`src/design/bbr_pkg.sv`:
```
// Package for the 3x3 RGB box blur: shared constants, op flags, reciprocal table.
// No dependencies; imported by every module of the block.
`timescale 1ns / 1ps

package bbr_pkg;

  localparam int DEF_MAX_WIDTH  = 1024;
  localparam int DEF_MAX_HEIGHT = 4096;

  localparam int CH_W  = 8;
  localparam int PIX_W = 3 * CH_W;

  localparam int FRAME_WIDTH_W  = 11;
  localparam int FRAME_HEIGHT_W = 13;
  localparam int CFG_ADDR_W     = 1;
  localparam int CFG_DATA_W     = 13;

  localparam logic [CFG_ADDR_W-1:0] REG_FRAME_WIDTH  = 1'b0;
  localparam logic [CFG_ADDR_W-1:0] REG_FRAME_HEIGHT = 1'b1;

  localparam logic [FRAME_WIDTH_W-1:0]  FRAME_WIDTH_RST  = 11'd640;
  localparam logic [FRAME_HEIGHT_W-1:0] FRAME_HEIGHT_RST = 13'd480;

  localparam logic REQ_PIXEL = 1'b0;
  localparam logic REQ_DRAIN = 1'b1;

  localparam int QUEUE_DEPTH = 4;

  // sum of up to nine 8-bit values plus rounding
  localparam int ROWSUM_W    = 10;
  localparam int TOTAL_W     = 12;
  localparam int NCNT_W      = 4;
  localparam int RECIP_SHIFT = 16;
  localparam int RECIP_W     = RECIP_SHIFT + 1;

  typedef struct packed {
    logic emit;
    logic skip_top;
    logic skip_bot;
    logic skip_left;
    logic skip_right;
    logic eol;
    logic eof;
  } op_flags_t;

  // ceil(2^16 / n); exact quotient for sums below 2^12
  function automatic logic [RECIP_W-1:0] recip(input logic [NCNT_W-1:0] n);
    logic [RECIP_W-1:0] r;
    case (n)
      4'd1:    r = 17'd65536;
      4'd2:    r = 17'd32768;
      4'd3:    r = 17'd21846;
      4'd4:    r = 17'd16384;
      4'd6:    r = 17'd10923;
      4'd9:    r = 17'd7282;
      default: r = 17'd65536;
    endcase
    return r;
  endfunction

endpackage

```
`src/design/bbr_queue.sv`:
```
// Short op queue between the box blur front end and the window/filter back end.
// Uses bbr_pkg for the op flag type and queue depth.
`timescale 1ns / 1ps

module bbr_queue import bbr_pkg::*; #(
  parameter int MAX_WIDTH = DEF_MAX_WIDTH
) (
  input  logic                         clk_i,
  input  logic                         rst_ni,
  input  logic                         push_i,
  input  logic [PIX_W-1:0]             px_i,
  input  logic [$clog2(MAX_WIDTH)-1:0] col_i,
  input  op_flags_t                    flags_i,
  output logic                         in_rdy_o,
  input  logic                         pop_i,
  output logic                         out_vld_o,
  output logic [PIX_W-1:0]             px_o,
  output logic [$clog2(MAX_WIDTH)-1:0] col_o,
  output op_flags_t                    flags_o
);

  localparam int COL_W = $clog2(MAX_WIDTH);
  localparam int PTR_W = $clog2(QUEUE_DEPTH);
  localparam int CNT_W = $clog2(QUEUE_DEPTH + 1);

  logic [PIX_W-1:0] px_mem   [QUEUE_DEPTH];
  logic [COL_W-1:0] col_mem  [QUEUE_DEPTH];
  op_flags_t        flag_mem [QUEUE_DEPTH];

  logic [PTR_W-1:0] wr_ptr_q, wr_ptr_d, rd_ptr_q, rd_ptr_d;
  logic [CNT_W-1:0] cnt_q, cnt_d;

  assign in_rdy_o  = cnt_q != CNT_W'(QUEUE_DEPTH);
  assign out_vld_o = cnt_q != '0;
  assign px_o      = px_mem[rd_ptr_q];
  assign col_o     = col_mem[rd_ptr_q];
  assign flags_o   = flag_mem[rd_ptr_q];

  always_comb begin
    wr_ptr_d = wr_ptr_q;
    rd_ptr_d = rd_ptr_q;
    cnt_d    = cnt_q;
    if (push_i) begin
      wr_ptr_d = (wr_ptr_q == PTR_W'(QUEUE_DEPTH - 1)) ? '0 : wr_ptr_q + PTR_W'(1);
    end
    if (pop_i) begin
      rd_ptr_d = (rd_ptr_q == PTR_W'(QUEUE_DEPTH - 1)) ? '0 : rd_ptr_q + PTR_W'(1);
    end
    if (push_i && !pop_i) begin
      cnt_d = cnt_q + CNT_W'(1);
    end else if (pop_i && !push_i) begin
      cnt_d = cnt_q - CNT_W'(1);
    end
  end

  always_ff @(posedge clk_i or negedge rst_ni) begin
    if (!rst_ni) begin
      wr_ptr_q <= '0;
      rd_ptr_q <= '0;
      cnt_q    <= '0;
    end else begin
      wr_ptr_q <= wr_ptr_d;
      rd_ptr_q <= rd_ptr_d;
      cnt_q    <= cnt_d;
    end
  end

  always_ff @(posedge clk_i) begin
    if (push_i) begin
      px_mem[wr_ptr_q]   <= px_i;
      col_mem[wr_ptr_q]  <= col_i;
      flag_mem[wr_ptr_q] <= flags_i;
    end
  end

endmodule

```
`config.mk`:
```
export PLATFORM = sky130hd
export DESIGN_NAME = bbr_queue
export DESIGN_NICKNAME = d
export VERILOG_FILES = /design/src/design/bbr_pkg.sv /design/src/design/bbr_queue.sv
export SDC_FILE = /design/constraint.sdc
export NUM_CORES = 1
export LEC_CHECK = 0
export ABC_AREA = 1
export BUFFER_PORTS_ARGS = -buffer_cell sky130_fd_sc_hd__buf_2
export CELL_PAD_IN_SITES_DETAIL_PLACEMENT = 1
export CELL_PAD_IN_SITES_GLOBAL_PLACEMENT = 1
export CORE_MARGIN = 2
export CORE_UTILIZATION = 30
export DETAILED_ROUTE_END_ITERATION = 10
export GPL_ROUTABILITY_DRIVEN = 0
export GPL_TIMING_DRIVEN = 0
export HOLD_SLACK_MARGIN = 0.03
export PLACE_DENSITY_LB_ADDON = 0.1
export SLEW_MARGIN = 20
export SYNTH_ARGS = -nofsm -noshare
export SYNTH_HDL_FRONTEND = slang
export SYNTH_SLANG_ARGS = --single-unit
```
`constraint.sdc`:
```
create_clock -name clk_i -period 2 [get_ports clk_i]
set_input_delay 0.3 -clock clk_i [delete_from_list [all_inputs] [get_ports clk_i]]
set_output_delay 0.3 -clock clk_i [all_outputs]
set_load 0.02 [all_outputs]
```
==> run_results.csv <==
group,metric,value,unit
power_and_ir_drop,pwr-share-seq,37.7,%
grt,grt_pass1_wl,26.2,mm
synthesis,syn_avg_cell_area,13.1,µm²
cts,cts_buffers,17,
floorplanning,fp-row-count,55,
synthesis,synthArstFlopShare,4.09,%
floorplanning,start_util,30.7,%
power_and_ir_drop,p_int,8.03,mW
hold_path,hp-class,"in2reg",
synthesis,yosys.area.top_type,"edfxtp_1",
power_and_ir_drop,pwr-share-comb,36.6,%
synthesis,yosysTopAreaCellShare,70.5,%
cts,cts.sinks,171,
worst_setup_path,worstPathRequired,1.70,ns
routing,drtPass1Iterations,4,
layout,layout-drive-gt1-share,23.1,%
power_and_ir_drop,p_per_area,1490,nW/µm²
floorplanning,ioPinCount,88,
worst_setup_path,critPathKind,"reg2out",
timing,finalMaxSlewViolations,0,
timing,rsz0062_at_grt,"yes",
power_and_ir_drop,ir_drop,0.578,mV
timing,fmax,0.513,GHz
synthesis,synthFlopType,"edfxtp_1",
worst_setup_path,critPathBufInv,4,
routing,drt_iter0_markers,159,
timing,hold_ws,0.0862,ns
power_and_ir_drop,p_sw,4.64,mW
timing,timing.final.ws_setup,0.0489,ns
job,cap_violations,0,
floorplanning,die_w,157,µm
cts,cts_root_buffer,"clkbuf_16",
worst_setup_path,crit_top_cell,"nand2_1",
worst_setup_path,path_max_fanout,10,
synthesis,synth.most_common_cell,"edfxtp_1",
synthesis,ys_ff_latch,171,
routing,wl_per_cell,17.5,µm
placement,port_buffers,87,
placement,dp_hpwl,10.2,mm
placement,dp_cells,932,
cts,cts_tree,"yes",
synthesis,yosysWarnings,0,
grt,grt_usage,14.7,%
power_and_ir_drop,cellLeakagePower,3.46,nW
layout,fin_nets,692,
synthesis,netlist_area,6990,µm²
cts,clk_pin_slew_worst_paths,0.07,ns
layout,fin_util,37.4,%
cts,h-tree-depth,4,
timing,worst-slew-pin-transition,0.680,ns
synthesis,synth-seq-area-share,73.0,%
synthesis,synthTopCellsByCount,"edfxtp_1 (164), nand2_1 (136), inv_1 (95)",
timing,slew_headroom,54.7,%
timing,fin_skew,0.00868,ns
timing,hold_viol_final,0,
timing,layout_min_cycle_time,1.95,ns
worst_setup_path,slowest_stage,"dfrtp_1",
timing,fin_crit_sh,97.6,%
routing,via_per_inst,4.43,
synthesis,synth_area_leaders,"edfxtp_1 (70%), o211ai_1 (8.8%), nand2_1 (7.3%), inv_1 (5.1%), buf_6 (2.7%)",
worst_setup_path,r2r_slack,0.33,ns
worst_setup_path,critical-path-top-delay-family,"buffers and inverters",
routing,vias,4281,
timing,setup_violations,0,
grt,antenna_found_initial,1,
grt,grt_max_degree,42,
synthesis,ys_types,15,
run_status,status,"finished clean",
floorplanning,core,22800,µm²
grt,overflow,0,
placement,dp_slack,0.298,ns
worst_setup_path,worstPathArrival,1.65,ns
power_and_ir_drop,clockPowerShare,25.7,%
routing,drc,0,
worst_setup_path,start_kind,"flop",
synthesis,synth-edff-count,164,
layout,fin_cells,967,
floorplanning,die-area,24500,µm²
worst_setup_path,max_stage_delay,0.39,ns
worst_setup_path,path_cells,"inv_2 > buf_12 > buf_8 > nand2_1 > o211ai_1 > nand2_1 > buf_2",
worst_setup_path,end_kind,"primary output",
floorplanning,die_h,157,µm
routing,ant_nets,0,
power_and_ir_drop,switching_share,36.6,%
synthesis,syn_nets,584,
grt,grt_pass1_vias,4671,
synthesis,syn-instance-count,532,
cts,clkLatencyLatePin,0.42,ns
layout,area_growth,21.8,%
routing,drt_wl_total,17.0,mm
cts,clockBufferDepth,2,
[path summary, 6_finish.rpt]
path | end | startpoint | cells past startpoint
worst max-delay path | flags_o[6] | rd_ptr_q[0] | 7
worst min-delay path | px_mem[3][10] | px_i[10] | 1
worst max register to register | px_mem[2][1] | wr_ptr_q[0] | 4
worst min register to register | cnt_q[2] | cnt_q[2] | 2
max in group asynchronous | rd_ptr_q[1] | rst_ni | 2
min in group asynchronous | cnt_q[2] | rst_ni | 2
[metal layers]
metal  up-vias  part of all wire, %  wire [µm]  global-route usage (%)
met5         -                    0          0                       0
met4         0                  2.1        361                    5.81
met3        30                  3.5        600                    3.63
met2        81                   51       8680                    25.6
met1      2111                   43       7310                    17.5
li1       2059                    -          -                       -
[through the flow]
stage / setup TNS, ns / power [mW] / instance area [µm²]
6_report: 0 / 12.7 / 8510
3_5_place_dp: 0 / 9.42 / 7830
4_1_cts: -0.0510 / 12.8 / 8480
5_1_grt: -0.984 / 13.5 / 8510
2_1_floorplan: 0 / 7.70 / 6990
3_3_place_gp: -112.16 / 9.34 / 7820
[cell usage in the layout, fill, tap and decap left out]
| cell type | netlist | routed |
|---|---|---|
| edfxtp_1 | 164 | 164 |
| nand2_1 | 136 | 136 |
| inv_1 | 95 | 91 |
| buf_2 | 10 | 87 |
| o211ai_1 | 82 | 82 |
| clkbuf_16 | 0 | 17 |
| buf_6 | 17 | 12 |
| buf_8 | 0 | 8 |
| dfrtp_1 | 7 | 7 |
| buf_4 | 0 | 6 |
| ha_1 | 6 | 6 |
| o21ai_0 | 5 | 5 |
| clkinv_4 | 0 | 4 |
| inv_4 | 0 | 4 |
| nand3_1 | 3 | 3 |
| inv_6 | 0 | 3 |
| nor2_1 | 2 | 2 |
| clkinvlp_4 | 0 | 2 |
| clkinv_2 | 0 | 2 |
| bufinv_16 | 0 | 2 |
| diode_2 | 0 | 1 |
| inv_2 | 2 | 1 |
| clkbuf_4 | 0 | 1 |
| buf_12 | 0 | 1 |
| xnor2_1 | 1 | 1 |
| nand4_1 | 1 | 1 |
| fa_1 | 1 | 1 |
| clkbuf_1 | 0 | 1 |
| clkbuf_8 | 0 | 1 |
| clkinv_1 | 0 | 1 |
| dlygate4sd3_1 | 0 | 1 |
[layout make-up]
cell class	instances	area [µm²]
fillers	2423	14300
flip-flops and latches	171	5100
multi-input cells	237	1280
repair buffers	89	453
clock buffers	19	443
well taps	313	392
inverters	97	379
plain buffers	27	320
clock inverters	13	141
diodes	1	2.50
[power groups by stage]
stage	logic, mW	registers, mW	clock network, mW
2_1_floorplan	2.89	4.81	0
3_3_place_gp	4.48	4.86	0
3_5_place_dp	4.57	4.86	0
4_1_cts	4.73	4.78	3.33
5_1_grt	5.14	4.83	3.49
6_report	4.63	4.77	3.26
[sequential cells by signal (all words and copies together) (netlist names)]
| register | cells |
|---|---|
| px_mem | 96 |
| col_mem | 40 |
| flag_mem | 28 |
| cnt_q | 3 |
| rd_ptr_q | 2 |
| wr_ptr_q | 2 |
[cell families after synthesis]
family / synth area share (%)
flops: 73.0
simple gates: 7.72
buf+inv: 8.66
compound gates: 9.17
fa+ha+maj: 1.36
xor+xnor: 0.125
[repair_timing]
| item | CTS | global route |
|---|---|---|
| resized for setup | 20 | 6 |
| hold buffers | 1 | 0 |
| buffers inserted | 0 | 1 |
| pin swaps | 0 | 1 |
| endpoints found under the hold margin | 7 | 0 |
| endpoints found under the setup margin | 41 | 41 |
Note: power is estimated with default switching activity, not from simulation.
