### config.mk
export PLATFORM = sky130hd
export DESIGN_NAME = bbr_front
export DESIGN_NICKNAME = d
export VERILOG_FILES = /design/src/design/bbr_pkg.sv /design/src/design/bbr_front.sv
export SDC_FILE = /design/constraint.sdc
export NUM_CORES = 1
export LEC_CHECK = 0
export BUFFER_PORTS_ARGS = -buffer_cell sky130_fd_sc_hd__buf_2
export CAP_MARGIN = 40
export CORE_MARGIN = 2
export CORE_UTILIZATION = 35
export DETAILED_ROUTE_END_ITERATION = 12
export PLACE_DENSITY = 0.6
export SLEW_MARGIN = 30
export SYNTH_ARGS = -nofsm -noshare
export SYNTH_HDL_FRONTEND = slang
export SYNTH_SLANG_ARGS = --single-unit
### constraint.sdc
create_clock -name clk_i -period 8.85 [get_ports clk_i]
set_input_delay 1.3275 -clock clk_i [delete_from_list [all_inputs] [get_ports clk_i]]
set_output_delay 1.3275 -clock clk_i [all_outputs]
set_load 0.005 [all_outputs]
### src/design/bbr_pkg.sv
// Package for the 3x3 RGB box blur: shared constants, op flags, reciprocal table.
// No dependencies; imported by every module of the block.
`timescale 1ns / 1ps

package bbr_pkg;

  localparam int DEF_MAX_WIDTH  = 1024;
  localparam int DEF_MAX_HEIGHT = 4096;

  localparam int CH_W  = 8;
  localparam int PIX_W = 3 * CH_W;

  localparam int FRAME_WIDTH_W  = 11;
  localparam int FRAME_HEIGHT_W = 13;
  localparam int CFG_ADDR_W     = 1;
  localparam int CFG_DATA_W     = 13;

  localparam logic [CFG_ADDR_W-1:0] REG_FRAME_WIDTH  = 1'b0;
  localparam logic [CFG_ADDR_W-1:0] REG_FRAME_HEIGHT = 1'b1;

  localparam logic [FRAME_WIDTH_W-1:0]  FRAME_WIDTH_RST  = 11'd640;
  localparam logic [FRAME_HEIGHT_W-1:0] FRAME_HEIGHT_RST = 13'd480;

  localparam logic REQ_PIXEL = 1'b0;
  localparam logic REQ_DRAIN = 1'b1;

  localparam int QUEUE_DEPTH = 4;

  // sum of up to nine 8-bit values plus rounding
  localparam int ROWSUM_W    = 10;
  localparam int TOTAL_W     = 12;
  localparam int NCNT_W      = 4;
  localparam int RECIP_SHIFT = 16;
  localparam int RECIP_W     = RECIP_SHIFT + 1;

  typedef struct packed {
    logic emit;
    logic skip_top;
    logic skip_bot;
    logic skip_left;
    logic skip_right;
    logic eol;
    logic eof;
  } op_flags_t;

  // ceil(2^16 / n); exact quotient for sums below 2^12
  function automatic logic [RECIP_W-1:0] recip(input logic [NCNT_W-1:0] n);
    logic [RECIP_W-1:0] r;
    case (n)
      4'd1:    r = 17'd65536;
      4'd2:    r = 17'd32768;
      4'd3:    r = 17'd21846;
      4'd4:    r = 17'd16384;
      4'd6:    r = 17'd10923;
      4'd9:    r = 17'd7282;
      default: r = 17'd65536;
    endcase
    return r;
  endfunction

endpackage

### src/design/bbr_front.sv
// Front end of the box blur: geometry registers, input/output position counters,
// classification of pixels and drain ticks into window ops. Uses bbr_pkg.
`timescale 1ns / 1ps

module bbr_front import bbr_pkg::*; #(
  parameter int MAX_WIDTH  = DEF_MAX_WIDTH,
  parameter int MAX_HEIGHT = DEF_MAX_HEIGHT
) (
  input  logic                      clk_i,
  input  logic                      rst_ni,
  input  logic                      cfg_we_i,
  input  logic [CFG_ADDR_W-1:0]     cfg_addr_i,
  input  logic [CFG_DATA_W-1:0]     cfg_data_i,
  input  logic                      req_vld_i,
  output logic                      req_rdy_o,
  input  logic [PIX_W-1:0]          req_data_i,   // red, green, blue from bit 0 up
  input  logic                      req_kind_i,
  input  logic                      queue_rdy_i,
  output logic                      op_push_o,
  output logic [PIX_W-1:0]          op_px_o,      // {red, green, blue}
  output logic [$clog2(MAX_WIDTH)-1:0] op_col_o,
  output op_flags_t                 op_flags_o
);

  localparam int COL_W = $clog2(MAX_WIDTH);
  localparam int GW    = $clog2(MAX_WIDTH + 1);
  localparam int GH    = $clog2(MAX_HEIGHT + 1);
  localparam int ROW_W = $clog2(MAX_HEIGHT + 2);

  logic [FRAME_WIDTH_W-1:0]  cfg_width_q;
  logic [FRAME_HEIGHT_W-1:0] cfg_height_q;
  logic [COL_W-1:0] in_col_q, in_col_d, out_col_q, out_col_d;
  logic [ROW_W-1:0] in_row_q, in_row_d, out_row_q, out_row_d;
  logic             frame_done_q, frame_done_d;
  logic             pend_q, pend_d;

  logic [GW-1:0]    w_val;
  logic [GH-1:0]    h_val;
  logic [ROW_W-1:0] h_row, in_row_inc;
  logic             accept, do_push, primed;
  logic             col_last, out_col_last, out_row_last;

  always_comb begin
    if (cfg_width_q == '0) begin
      w_val = GW'(1);
    end else if (cfg_width_q > MAX_WIDTH) begin
      w_val = GW'(MAX_WIDTH);
    end else begin
      w_val = GW'(cfg_width_q);
    end
    if (cfg_height_q == '0) begin
      h_val = GH'(1);
    end else if (cfg_height_q > MAX_HEIGHT) begin
      h_val = GH'(MAX_HEIGHT);
    end else begin
      h_val = GH'(cfg_height_q);
    end
  end

  assign h_row        = ROW_W'(h_val);
  assign in_row_inc   = in_row_q + ROW_W'(1);
  assign col_last     = (GW'(in_col_q) + GW'(1)) == w_val;
  assign out_col_last = (GW'(out_col_q) + GW'(1)) >= w_val;
  assign out_row_last = (out_row_q + ROW_W'(1)) >= h_row;
  assign primed       = (in_row_q >= ROW_W'(2)) ||
                        ((in_row_q == ROW_W'(1)) && (in_col_q != '0));

  assign req_rdy_o = queue_rdy_i && !pend_q;
  assign accept    = req_vld_i && req_rdy_o;
  assign do_push   = (accept && (req_kind_i == REQ_PIXEL) && !frame_done_q) ||
                     (accept && (req_kind_i == REQ_DRAIN) && frame_done_q) ||
                     (pend_q && queue_rdy_i);

  assign op_push_o = do_push;
  assign op_col_o  = in_col_q;
  assign op_px_o   = (accept && (req_kind_i == REQ_PIXEL)) ?
                     {req_data_i[7:0], req_data_i[15:8], req_data_i[23:16]} : '0;

  always_comb begin
    op_flags_o            = '0;
    op_flags_o.emit       = primed;
    op_flags_o.skip_top   = (out_row_q == '0);
    op_flags_o.skip_bot   = out_row_last;
    op_flags_o.skip_left  = (out_col_q == '0);
    op_flags_o.skip_right = out_col_last;
    op_flags_o.eol        = out_col_last;
    op_flags_o.eof        = out_col_last && out_row_last;
  end

  always_comb begin
    in_col_d     = in_col_q;
    in_row_d     = in_row_q;
    out_col_d    = out_col_q;
    out_row_d    = out_row_q;
    frame_done_d = frame_done_q;
    pend_d       = pend_q;
    if (do_push) begin
      if (col_last) begin
        in_col_d = '0;
        in_row_d = in_row_inc;
        if (in_row_inc == h_row) begin
          frame_done_d = 1'b1;
        end
      end else begin
        in_col_d = in_col_q + COL_W'(1);
      end
      if (primed) begin
        if (out_col_last && out_row_last) begin
          in_col_d     = '0;
          in_row_d     = '0;
          out_col_d    = '0;
          out_row_d    = '0;
          frame_done_d = 1'b0;
        end else if (out_col_last) begin
          out_col_d = '0;
          out_row_d = out_row_q + ROW_W'(1);
        end else begin
          out_col_d = out_col_q + COL_W'(1);
        end
      end
    end
    // one-row frame: first drain tick needs a second push
    if (accept && (req_kind_i == REQ_DRAIN) && frame_done_q && !primed) begin
      pend_d = 1'b1;
    end else if (pend_q && queue_rdy_i) begin
      pend_d = 1'b0;
    end
    if (cfg_we_i) begin
      in_col_d     = '0;
      in_row_d     = '0;
      out_col_d    = '0;
      out_row_d    = '0;
      frame_done_d = 1'b0;
      pend_d       = 1'b0;
    end
  end

  always_ff @(posedge clk_i or negedge rst_ni) begin
    if (!rst_ni) begin
      cfg_width_q  <= FRAME_WIDTH_RST;
      cfg_height_q <= FRAME_HEIGHT_RST;
      in_col_q     <= '0;
      in_row_q     <= '0;
      out_col_q    <= '0;
      out_row_q    <= '0;
      frame_done_q <= 1'b0;
      pend_q       <= 1'b0;
    end else begin
      if (cfg_we_i && (cfg_addr_i == REG_FRAME_WIDTH)) begin
        cfg_width_q <= cfg_data_i[FRAME_WIDTH_W-1:0];
      end
      if (cfg_we_i && (cfg_addr_i == REG_FRAME_HEIGHT)) begin
        cfg_height_q <= cfg_data_i[FRAME_HEIGHT_W-1:0];
      end
      in_col_q     <= in_col_d;
      in_row_q     <= in_row_d;
      out_col_q    <= out_col_d;
      out_row_q    <= out_row_d;
      frame_done_q <= frame_done_d;
      pend_q       <= pend_d;
    end
  end

endmodule

==> results.sh, run 1 <==
export IMPL_synth_edf_count=0
export IMPL_grt_busiest_layer="met2"
export IMPL_drt_total_wl_mm=14.6
export IMPL_p_leak_uw=0.00293
export IMPL_fmax_mhz=221
export IMPL_most_common_layout_cells="buf_2, dfrtp_1, nand2_1"
export IMPL_fin_tns_setup_ns=0
export IMPL_async_flop_share_pct=100
export IMPL_layout_nets=753
export IMPL_synth_seq_cells=72
export IMPL_pin_count=87
export IMPL_dp_cells=847
export IMPL_overflow=0
export IMPL_required_ns=7.52
export IMPL_synth_top_cell_area_share_pct=31.2
export IMPL_track_usage_pct=18.6
export IMPL_relSlewSlack_pct=40.1
export IMPL_die_y_um=127
export IMPL_coreArea_um2=14600
export IMPL_grt_first_pass_wirelength_mm=24.3
export IMPL_ys_seq_area_share_pct=34.2
export IMPL_power_frac_clock_pct=38.7
export IMPL_drtIter0Drc=526
export IMPL_syn_inst=602
export IMPL_hold_viol=0
export IMPL_rsz0062_at_grt="false"
export IMPL_grtUsageMet1_pct=26.3
export IMPL_post_route_min_period_ns=4.53
export IMPL_p_switching_uw=272
export IMPL_drt_drc_violations_left=0
export IMPL_comb_power_share_pct=19.6
export IMPL_area_growth_pct=16.7
export IMPL_clk_latency_ns=0.34
export IMPL_critPathKind="reg2out"
export IMPL_p_int_uw=646
export IMPL_dieArea_um2=16100
export IMPL_num_antenna_cells=0
export IMPL_final_common_cell="buf_2"
export IMPL_sw_frac_of_total_pct=29.6
export IMPL_yosysTopAreaCell="dfrtp_1"
export IMPL_antenna_left=0
export IMPL_cts_sinks=72
export IMPL_period_share_pct=51.2
export IMPL_cts_hold_buf=0
export IMPL_clockBufferDepth=2
export IMPL_worstSetupStartpointType="register"
export IMPL_ys_types=63
export IMPL_post_drt_wl_per_cell_um=16.9
export IMPL_clk_pin_slew_ns=0.06
export IMPL_yosysWarningCount=0
export IMPL_synth_main_ff_cell="dfrtp_1"
export IMPL_grt_pass1_vias=4772
export IMPL_post_cts_resized=0
export IMPL_dp_hpwl_mm=11.0
export IMPL_io_buffers=86
export IMPL_vdd_drop_max_mv=0.0898
export IMPL_via_per_inst=5.65
export IMPL_htree_num_levels=3
export IMPL_drv_cap=0
export IMPL_fin_worst_skew_ns=0.00713
export IMPL_nFillCells=1425
export IMPL_synthTopCellsByArea="dfrtp_1, ha_1, mux2_2, o21ai_0, xnor2_1"
export IMPL_firstDrtPassIters=5
export IMPL_die_x_um=127
export IMPL_worst_pin_slew_ns=0.890
export IMPL_status="finished clean"
export IMPL_tritoncts="built"
export IMPL_grt_max_degree=50
export IMPL_syn_cell_area_um2=5290
export IMPL_drive_gt1_share_pct=21.4
export IMPL_finalMaxSlewViolations=0
export IMPL_synth_avg_cell_area_um2=8.79
export IMPL_critPathArrivalTime_ns=3.20
export IMPL_critPathCaptureType="output pin"
export IMPL_critical_path_max_fanout=7
export IMPL_initial_core_util_pct=36.1
export IMPL_vias=4889
export IMPL_totalPowerFinal_uw=918
export IMPL_setup_viol=0
export IMPL_post_cts_buffers=0
export IMPL_cts_root_buffer="clkbuf_16"
export IMPL_antenna_found_initial=0
export IMPL_place_congestion=0.872
export IMPL_syn_num_nets=679
export IMPL_gr_usage_met2_pct=28.9
export IMPL_use_met3_pct=2.97
export IMPL_finalNonFillerCells=865
export IMPL_p_per_area_nw_per_um2=149
export IMPL_min_path_type="reg2reg"
export IMPL_holdWs_ns=0.510
export IMPL_numCtsBuffers=9
export IMPL_fin_util_pct=42.2
export IMPL_core_rowCount=44
export IMPL_p_seq_share_pct=41.7
-- cell type report --
class | instances | area (µm²) | share of cell area [%]
Sequential cell | 72 | 1810 | 29.3
Clock inverter | 3 | 15.0 | 0.243
Tap cell | 184 | 230 | 3.73
Inverter | 26 | 97.6 | 1.58
Multi-Input combinational cell | 472 | 3240 | 52.5
Clock buffer | 13 | 270 | 4.37
Timing Repair Buffer | 95 | 515 | 8.34
-- cells in the mapped netlist, drive strengths merged (15+ instances only) --
| master | instances |
|---|---|
| dfrtp | 66 |
| clkbuf | 20 |
| nor2 | 41 |
| mux2 | 23 |
| inv | 25 |
| and2 | 27 |
| o21ai | 49 |
| xor2 | 17 |
| a21oi | 17 |
| nand2 | 52 |
| nand3 | 24 |
| and3 | 20 |
| ha | 33 |
| xnor2 | 26 |
| nand4 | 15 |
-- critical path, cell delays in order (launching register included) --
cell	delay (ns)
dfrtp_1	0.45
ha_1	0.27
nand3_1	0.16
nor2_1	0.23
and3_1	0.28
and3_1	0.19
xor2_1	0.21
ha_1	0.30
a21oi_1	0.15
o21ai_0	0.09
a21oi_1	0.12
o31a_1	0.23
nor2_1	0.06
buf_2	0.13
-- power by group through the flow --
stage | sequential [µW] | clock (µW) | combinational, µW
after global routing | 386 | 376 | 204
after CTS | 382 | 364 | 181
after global placement | 386 | 0 | 174
final | 383 | 355 | 180
after floorplan | 375 | 0 | 126
after detailed placement | 388 | 0 | 179
-- worst paths after layout --
check                                 endpoint  cells after the start  slack, ns           start
worst min register to register  cfg_width_q[0]                      1       0.51  cfg_width_q[0]
max in group asynchronous       cfg_width_q[7]                      3       7.26          rst_ni
min in group asynchronous          in_row_q[3]                      2       0.98          rst_ni
worst max register to register    frame_done_q                     15       4.66    out_row_q[0]
worst max-delay path             op_flags_o[0]                     13       4.32    out_row_q[0]
worst min-delay path            cfg_width_q[0]                      1       0.51  cfg_width_q[0]
-- stage by stage --
stage               cell area (µm²)  worst slack (ns)
CTS                            6160              4.33
detailed placement             5880              4.68
finish                         6180              4.32
floorplan                      5290              4.99
global route                   6180              3.97
global placement               5840              4.79
-- logic make-up (layout without fill, tap and decap cells) --
group                      after synthesis  after routing  share of synthesized area [%]
adders and majority gates               33             33                           7.80
buffers and inverters                   58            137                           4.63
AOI/OAI and AO/OA                      141            141                           17.4
DFF                                     72             72                           34.2
muxes                                   26             26                           5.46
xor gates and xnor gates                46             46                           8.39
and+or+nand+nor                        226            226                           22.1
-- per-layer routing --
metal  part of all wire, %  up-vias  routed length [µm]
met1                    48     2351                7080
li1                      -     2339                   -
met4                   1.7        0                 247
met3                   5.5       17                 804
met5                     0        -                   0
met2                    44      182                6490
-- sequential cells by signal, summed over array words and instances, names as in the netlist --
name / flops
frame_done_q: 1
in_row_q: 13
out_row_q: 13
pend_q: 1
out_col_q: 10
cfg_width_q: 11
cfg_height_q: 13
op_col_o: 10
Note: power is estimated with default switching activity, not from simulation.
==> run 2: changes to the inputs <==
- clock period: 8.85 -> 4.7 ns (I/O delays scaled with it)
==> results.sh, run 2 (synthesis gave the netlist of run 1 again) <==
export IMPL_rr_endpoint="frame_done_q"
export IMPL_power_frac_clock_pct=38.5
export IMPL_io_buffers=86
export IMPL_drtIter0Drc=642
export IMPL_drt_total_wl_mm=14.4
export IMPL_drive_gt1_share_pct=21.5
export IMPL_firstDrtPassIters=4
export IMPL_cts_hold_buf=0
export IMPL_regToRegStartpoint="out_row_q[0]"
export IMPL_p_int_uw=1220
export IMPL_finalNonFillerCells=864
export IMPL_required_ns=4.97
export IMPL_p_per_area_nw_per_um2=280
export IMPL_initial_core_util_pct=36.1
export IMPL_vdd_drop_max_mv=0.163
export IMPL_finalMaxSlewViolations=0
export IMPL_antenna_left=0
export IMPL_clk_latency_ns=0.33
export IMPL_place_congestion=0.880
export IMPL_die_x_um=127
export IMPL_fmax_mhz=243
export IMPL_period_share_pct=87.7
export IMPL_dieArea_um2=16100
export IMPL_dp_hpwl_mm=11.0
export IMPL_antenna_found_initial=0
export IMPL_startpoint="out_row_q[0]"
export IMPL_p_leak_uw=0.00292
export IMPL_worst_pin_slew_ns=0.706
export IMPL_worstSetupStartpointType="register"
export IMPL_numCtsBuffers=9
export IMPL_min_path_type="in2async"
export IMPL_critPathKind="reg2reg"
export IMPL_overflow=0
export IMPL_top_regs="cfg_height_q (13), in_row_q (13), out_row_q (13)"
export IMPL_post_cts_resized=0
export IMPL_critPathArrivalTime_ns=4.39
export IMPL_rr_worst_depth=15
export IMPL_htree_num_levels=3
export IMPL_sw_frac_of_total_pct=29.2
export IMPL_drt_drc_violations_left=0
export IMPL_clk_pin_slew_ns=0.06
export IMPL_post_cts_buffers=0
export IMPL_max_stage_delay_ns=0.50
export IMPL_grt_first_pass_wirelength_mm=23.8
export IMPL_vias=4885
export IMPL_post_drt_wl_per_cell_um=16.7
export IMPL_die_y_um=127
export IMPL_cts_root_buffer="clkbuf_16"
export IMPL_pin_count=87
export IMPL_critical_path_max_fanout=13
export IMPL_final_common_cell="buf_2"
export IMPL_rrSetupSlack_ns=0.58
export IMPL_most_common_layout_cells="buf_2, dfrtp_1, nand2_1"
export IMPL_area_growth_pct=16.6
export IMPL_cts_sinks=72
export IMPL_hold_viol=0
export IMPL_via_per_inst=5.65
export IMPL_comb_power_share_pct=19.6
export IMPL_track_usage_pct=18.4
export IMPL_coreArea_um2=14600
export IMPL_grt_max_degree=43
export IMPL_relSlewSlack_pct=52.4
export IMPL_cp_endpoint="frame_done_q"
export IMPL_grt_pass1_vias=4638
export IMPL_fin_worst_skew_ns=0.00664
export IMPL_dp_cells=849
export IMPL_drv_cap=0
export IMPL_crit_path_cell_trace="ha_1, nand3_1, nor2_1, and3_1, and3_1, xor2_1, ha_1, a21oi_1, o21ai_0, a21oi_1, o31a_1, o311a_1, nand3_2, nor4_1, o21a_1"
export IMPL_fin_tns_setup_ns=0
export IMPL_status="finished clean"
export IMPL_setup_viol=0
export IMPL_rsz0062_at_grt="false"
export IMPL_p_seq_share_pct=41.9
export IMPL_slowest_stage="o311a_1"
export IMPL_clockBufferDepth=2
export IMPL_critPathCaptureType="register"
export IMPL_core_rowCount=44
export IMPL_tritoncts="built"
export IMPL_num_antenna_cells=0
export IMPL_post_route_min_period_ns=4.12
export IMPL_p_switching_uw=503
export IMPL_layout_nets=754
## run 2: changes by cell type in the layout (fill, tap and decap cells not counted), sizes merged
cell | before | now
clkbuf | 14 | 11
buf | 94 | 95
bufinv | 0 | 1
clkinv | 4 | 3
clkinvlp | 0 | 1
## run 2: power groups by stage
stage | clock network, µW | registers [µW] | logic (µW)
after floorplan | 0 | 706 | 236
after global placement | 0 | 730 | 326
after detailed placement | 0 | 732 | 337
after CTS | 676 | 721 | 340
after global routing | 709 | 729 | 381
final | 664 | 723 | 339
## run 2: critical path, delay by kind of cell (launching register included)
family,cells,cell delay (ns)
compound gates,6,1.26
xor+xnor,1,0.22
fa+ha+maj,2,0.56
flops,1,0.44
simple gates,6,1.57
## run 2: cell type report
cell class	instances	area, µm²
Tap cell	184	230
Fill cell	1424	8470
Clock buffer	10	229
Timing Repair Buffer	96	513
Inverter	26	97.6
Multi-Input combinational cell	472	3240
Clock inverter	4	47.5
Sequential cell	72	1810
## run 2: layer usage
| layer | global-route usage (%) | share of wire, % |
|---|---|---|
| met2 | 28.3 | 45 |
| met3 | 3.14 | 5.7 |
| met1 | 26.7 | 48 |
| met4 | 4.98 | 1.3 |
| met5 | 0 | 0 |
## run 2: how the worst min path moves through the flow
stage / startpoint / endpoint / slack, ns / cells after the start
final: rst_ni / in_row_q[1] / 0.40 / 2
after global routing: rst_ni / op_col_o[3] / 0.44 / 2
after CTS: rst_ni / cfg_height_q[12] / 0.42 / 2
after detailed placement: cfg_width_q[0] / cfg_width_q[0] / 0.50 / 1
after global placement: cfg_width_q[0] / cfg_width_q[0] / 0.49 / 1
after floorplan: rst_ni / cfg_height_q[0] / 0.41 / 0
## run 2: through the flow
stage	total power [µW]	hold WS, ns	area [µm²]	util, %	worst slack (ns)
5_1_grt	1820	0.435	6170	42.1	0.153
3_5_place_dp	1070	0.502	5880	40.2	0.675
4_1_cts	1740	0.419	6160	42.1	0.617
2_1_floorplan	942	0.409	5290	-	1.24
6_report	1730	0.403	6170	42.1	0.576
3_3_place_gp	1060	0.494	5860	40.0	0.846
==> run 3: changes to the inputs <==
- clock period: 4.7 -> 4.9 ns (I/O delays scaled with it)
==> results.sh, run 3 (synthesis gave the netlist of run 1 again) <==
export IMPL_sw_frac_of_total_pct=29.2
export IMPL_comb_power_share_pct=19.3
export IMPL_crit_path_cell_trace="ha_1, nand3_1, nor2_1, and3_1, and3_1, xor2_1, ha_1, a21oi_1, o21ai_0, a21oi_1, o31a_1, o311a_1, nand3_2, nor4_1, o21a_1"
export IMPL_rr_worst_depth=15
export IMPL_cts_sinks=72
export IMPL_critPathKind="reg2reg"
export IMPL_coreArea_um2=14600
export IMPL_track_usage_pct=18.8
export IMPL_p_switching_uw=490
export IMPL_fin_worst_skew_ns=0.0121
export IMPL_clk_pin_slew_ns=0.06
export IMPL_clockBufferDepth=2
export IMPL_relSlewSlack_pct=55.4
export IMPL_totalPowerFinal_uw=1680
export IMPL_rsz0062_at_grt="false"
export IMPL_critPathCaptureType="register"
export IMPL_worstSetupStartpointType="register"
export IMPL_fmax_mhz=245
export IMPL_period_share_pct=83.2
export IMPL_seq_area_um2=1810
export IMPL_firstDrtPassIters=7
export IMPL_numCtsBuffers=9
export IMPL_antenna_found_initial=0
export IMPL_dieArea_um2=16100
export IMPL_initial_core_util_pct=36.1
export IMPL_grt_first_pass_wirelength_mm=24.2
export IMPL_drt_total_wl_mm=14.6
export IMPL_p_leak_uw=0.00293
export IMPL_drtIter0Drc=525
export IMPL_setup_viol=0
export IMPL_most_common_layout_cells="buf_2, dfrtp_1, nand2_1"
export IMPL_critical_path_max_fanout=13
export IMPL_postLayoutCellArea_um2=6180
export IMPL_post_route_min_period_ns=4.08
export IMPL_hold_viol=0
export IMPL_p_seq_share_pct=41.3
export IMPL_min_path_type="in2async"
export IMPL_area_growth_pct=16.9
export IMPL_rrSetupSlack_ns=0.82
export IMPL_fin_util_pct=42.2
export IMPL_top_regs="cfg_height_q (13), in_row_q (13), out_row_q (13)"
export IMPL_multi_input_area_um2=3240
export IMPL_holdWs_ns=0.368
export IMPL_power_frac_clock_pct=39.4
export IMPL_drt_drc_violations_left=0
export IMPL_cts_root_buffer="clkbuf_16"
export IMPL_via_per_inst=5.69
export IMPL_die_y_um=127
export IMPL_core_rowCount=44
export IMPL_num_antenna_cells=0
export IMPL_max_stage_delay_ns=0.53
export IMPL_drv_cap=0
export IMPL_final_common_cell="buf_2"
export IMPL_slowest_stage="o311a_1"
export IMPL_htree_num_levels=3
export IMPL_pin_count=87
export IMPL_grt_pass1_vias=4889
export IMPL_placed_area_um2=5880
export IMPL_fin_tns_setup_ns=0
export IMPL_grt_max_degree=50
export IMPL_overflow=0
export IMPL_place_congestion=0.886
export IMPL_rr_endpoint="frame_done_q"
export IMPL_regToRegStartpoint="out_row_q[0]"
export IMPL_drive_gt1_share_pct=21.4
export IMPL_p_int_uw=1190
export IMPL_antenna_left=0
export IMPL_post_cts_buffers=0
export IMPL_clk_latency_ns=0.36
export IMPL_p_per_area_nw_per_um2=272
export IMPL_die_x_um=127
export IMPL_dp_hpwl_mm=10.9
export IMPL_required_ns=5.20
export IMPL_worst_pin_slew_ns=0.662
export IMPL_finalMaxSlewViolations=0
export IMPL_layout_nets=753
export IMPL_post_cts_resized=0
export IMPL_cts_hold_buf=0
export IMPL_post_drt_wl_per_cell_um=16.9
export IMPL_nFillCells=1450
export IMPL_vdd_drop_max_mv=0.215
export IMPL_status="finished clean"
export IMPL_io_buffers=86
export IMPL_vias=4926
export IMPL_tritoncts="built"
export IMPL_critPathArrivalTime_ns=4.38
==> run 3: changes by cell type in the layout (fill, tap and decap cells not counted), sizes merged <==
cell      change
clkbuf        +2
clkinv        +1
clkinvlp      -1
buf           -1
==> run 3: power by group through the flow <==
| stage | Sequential [µW] | Combinational (µW) | Clock, µW |
|---|---|---|---|
| 2_1_floorplan | 677 | 227 | 0 |
| 3_3_place_gp | 701 | 312 | 0 |
| 3_5_place_dp | 702 | 325 | 0 |
| 4_1_cts | 692 | 326 | 674 |
| 5_1_grt | 701 | 368 | 699 |
| 6_report | 694 | 325 | 663 |
==> run 3: layout make-up <==
type | count | area share, %
multi-input cells | 472 | 52.4
clock buffers | 12 | 3.99
flip-flops and latches | 72 | 29.3
clock inverters | 4 | 0.728
inverters | 26 | 1.58
well taps | 184 | 3.72
repair buffers | 95 | 8.29
==> run 3: how the worst max path moves through the flow <==
stage	from	depth (start not counted)	end	slack, ns
4_1_cts	out_row_q[0]	15	frame_done_q	0.86
3_5_place_dp	out_row_q[0]	15	frame_done_q	0.89
2_1_floorplan	out_col_q[0]	15	in_row_q[2]	1.44
5_1_grt	out_row_q[0]	15	frame_done_q	0.48
3_3_place_gp	out_row_q[0]	15	frame_done_q	1.05
6_report	out_row_q[0]	15	frame_done_q	0.82
==> run 3: metal layers <==
metal	wire [µm]	global-route usage, %	up-vias
met2	6560	29.3	217
li1	-	-	2336
met3	957	3.06	20
met5	0	0	-
met1	6790	25.8	2353
met4	278	8.21	0
==> run 3: per-stage QoR <==
step	worst slack, ns	instances
floorplan	1.44	602
global placement	1.05	846
detailed placement	0.885	848
CTS	0.861	864
global route	0.475	865
finish	0.822	865
==> run 3: critical path: cells and delay by family (launching register included) <==
kind / cells / cell delay (ns)
DFF: 1 / 0.44
adders and majority gates: 2 / 0.56
xor gates and xnor gates: 1 / 0.20
AOI/OAI and AO/OA: 6 / 1.27
and+or+nand+nor: 6 / 1.54
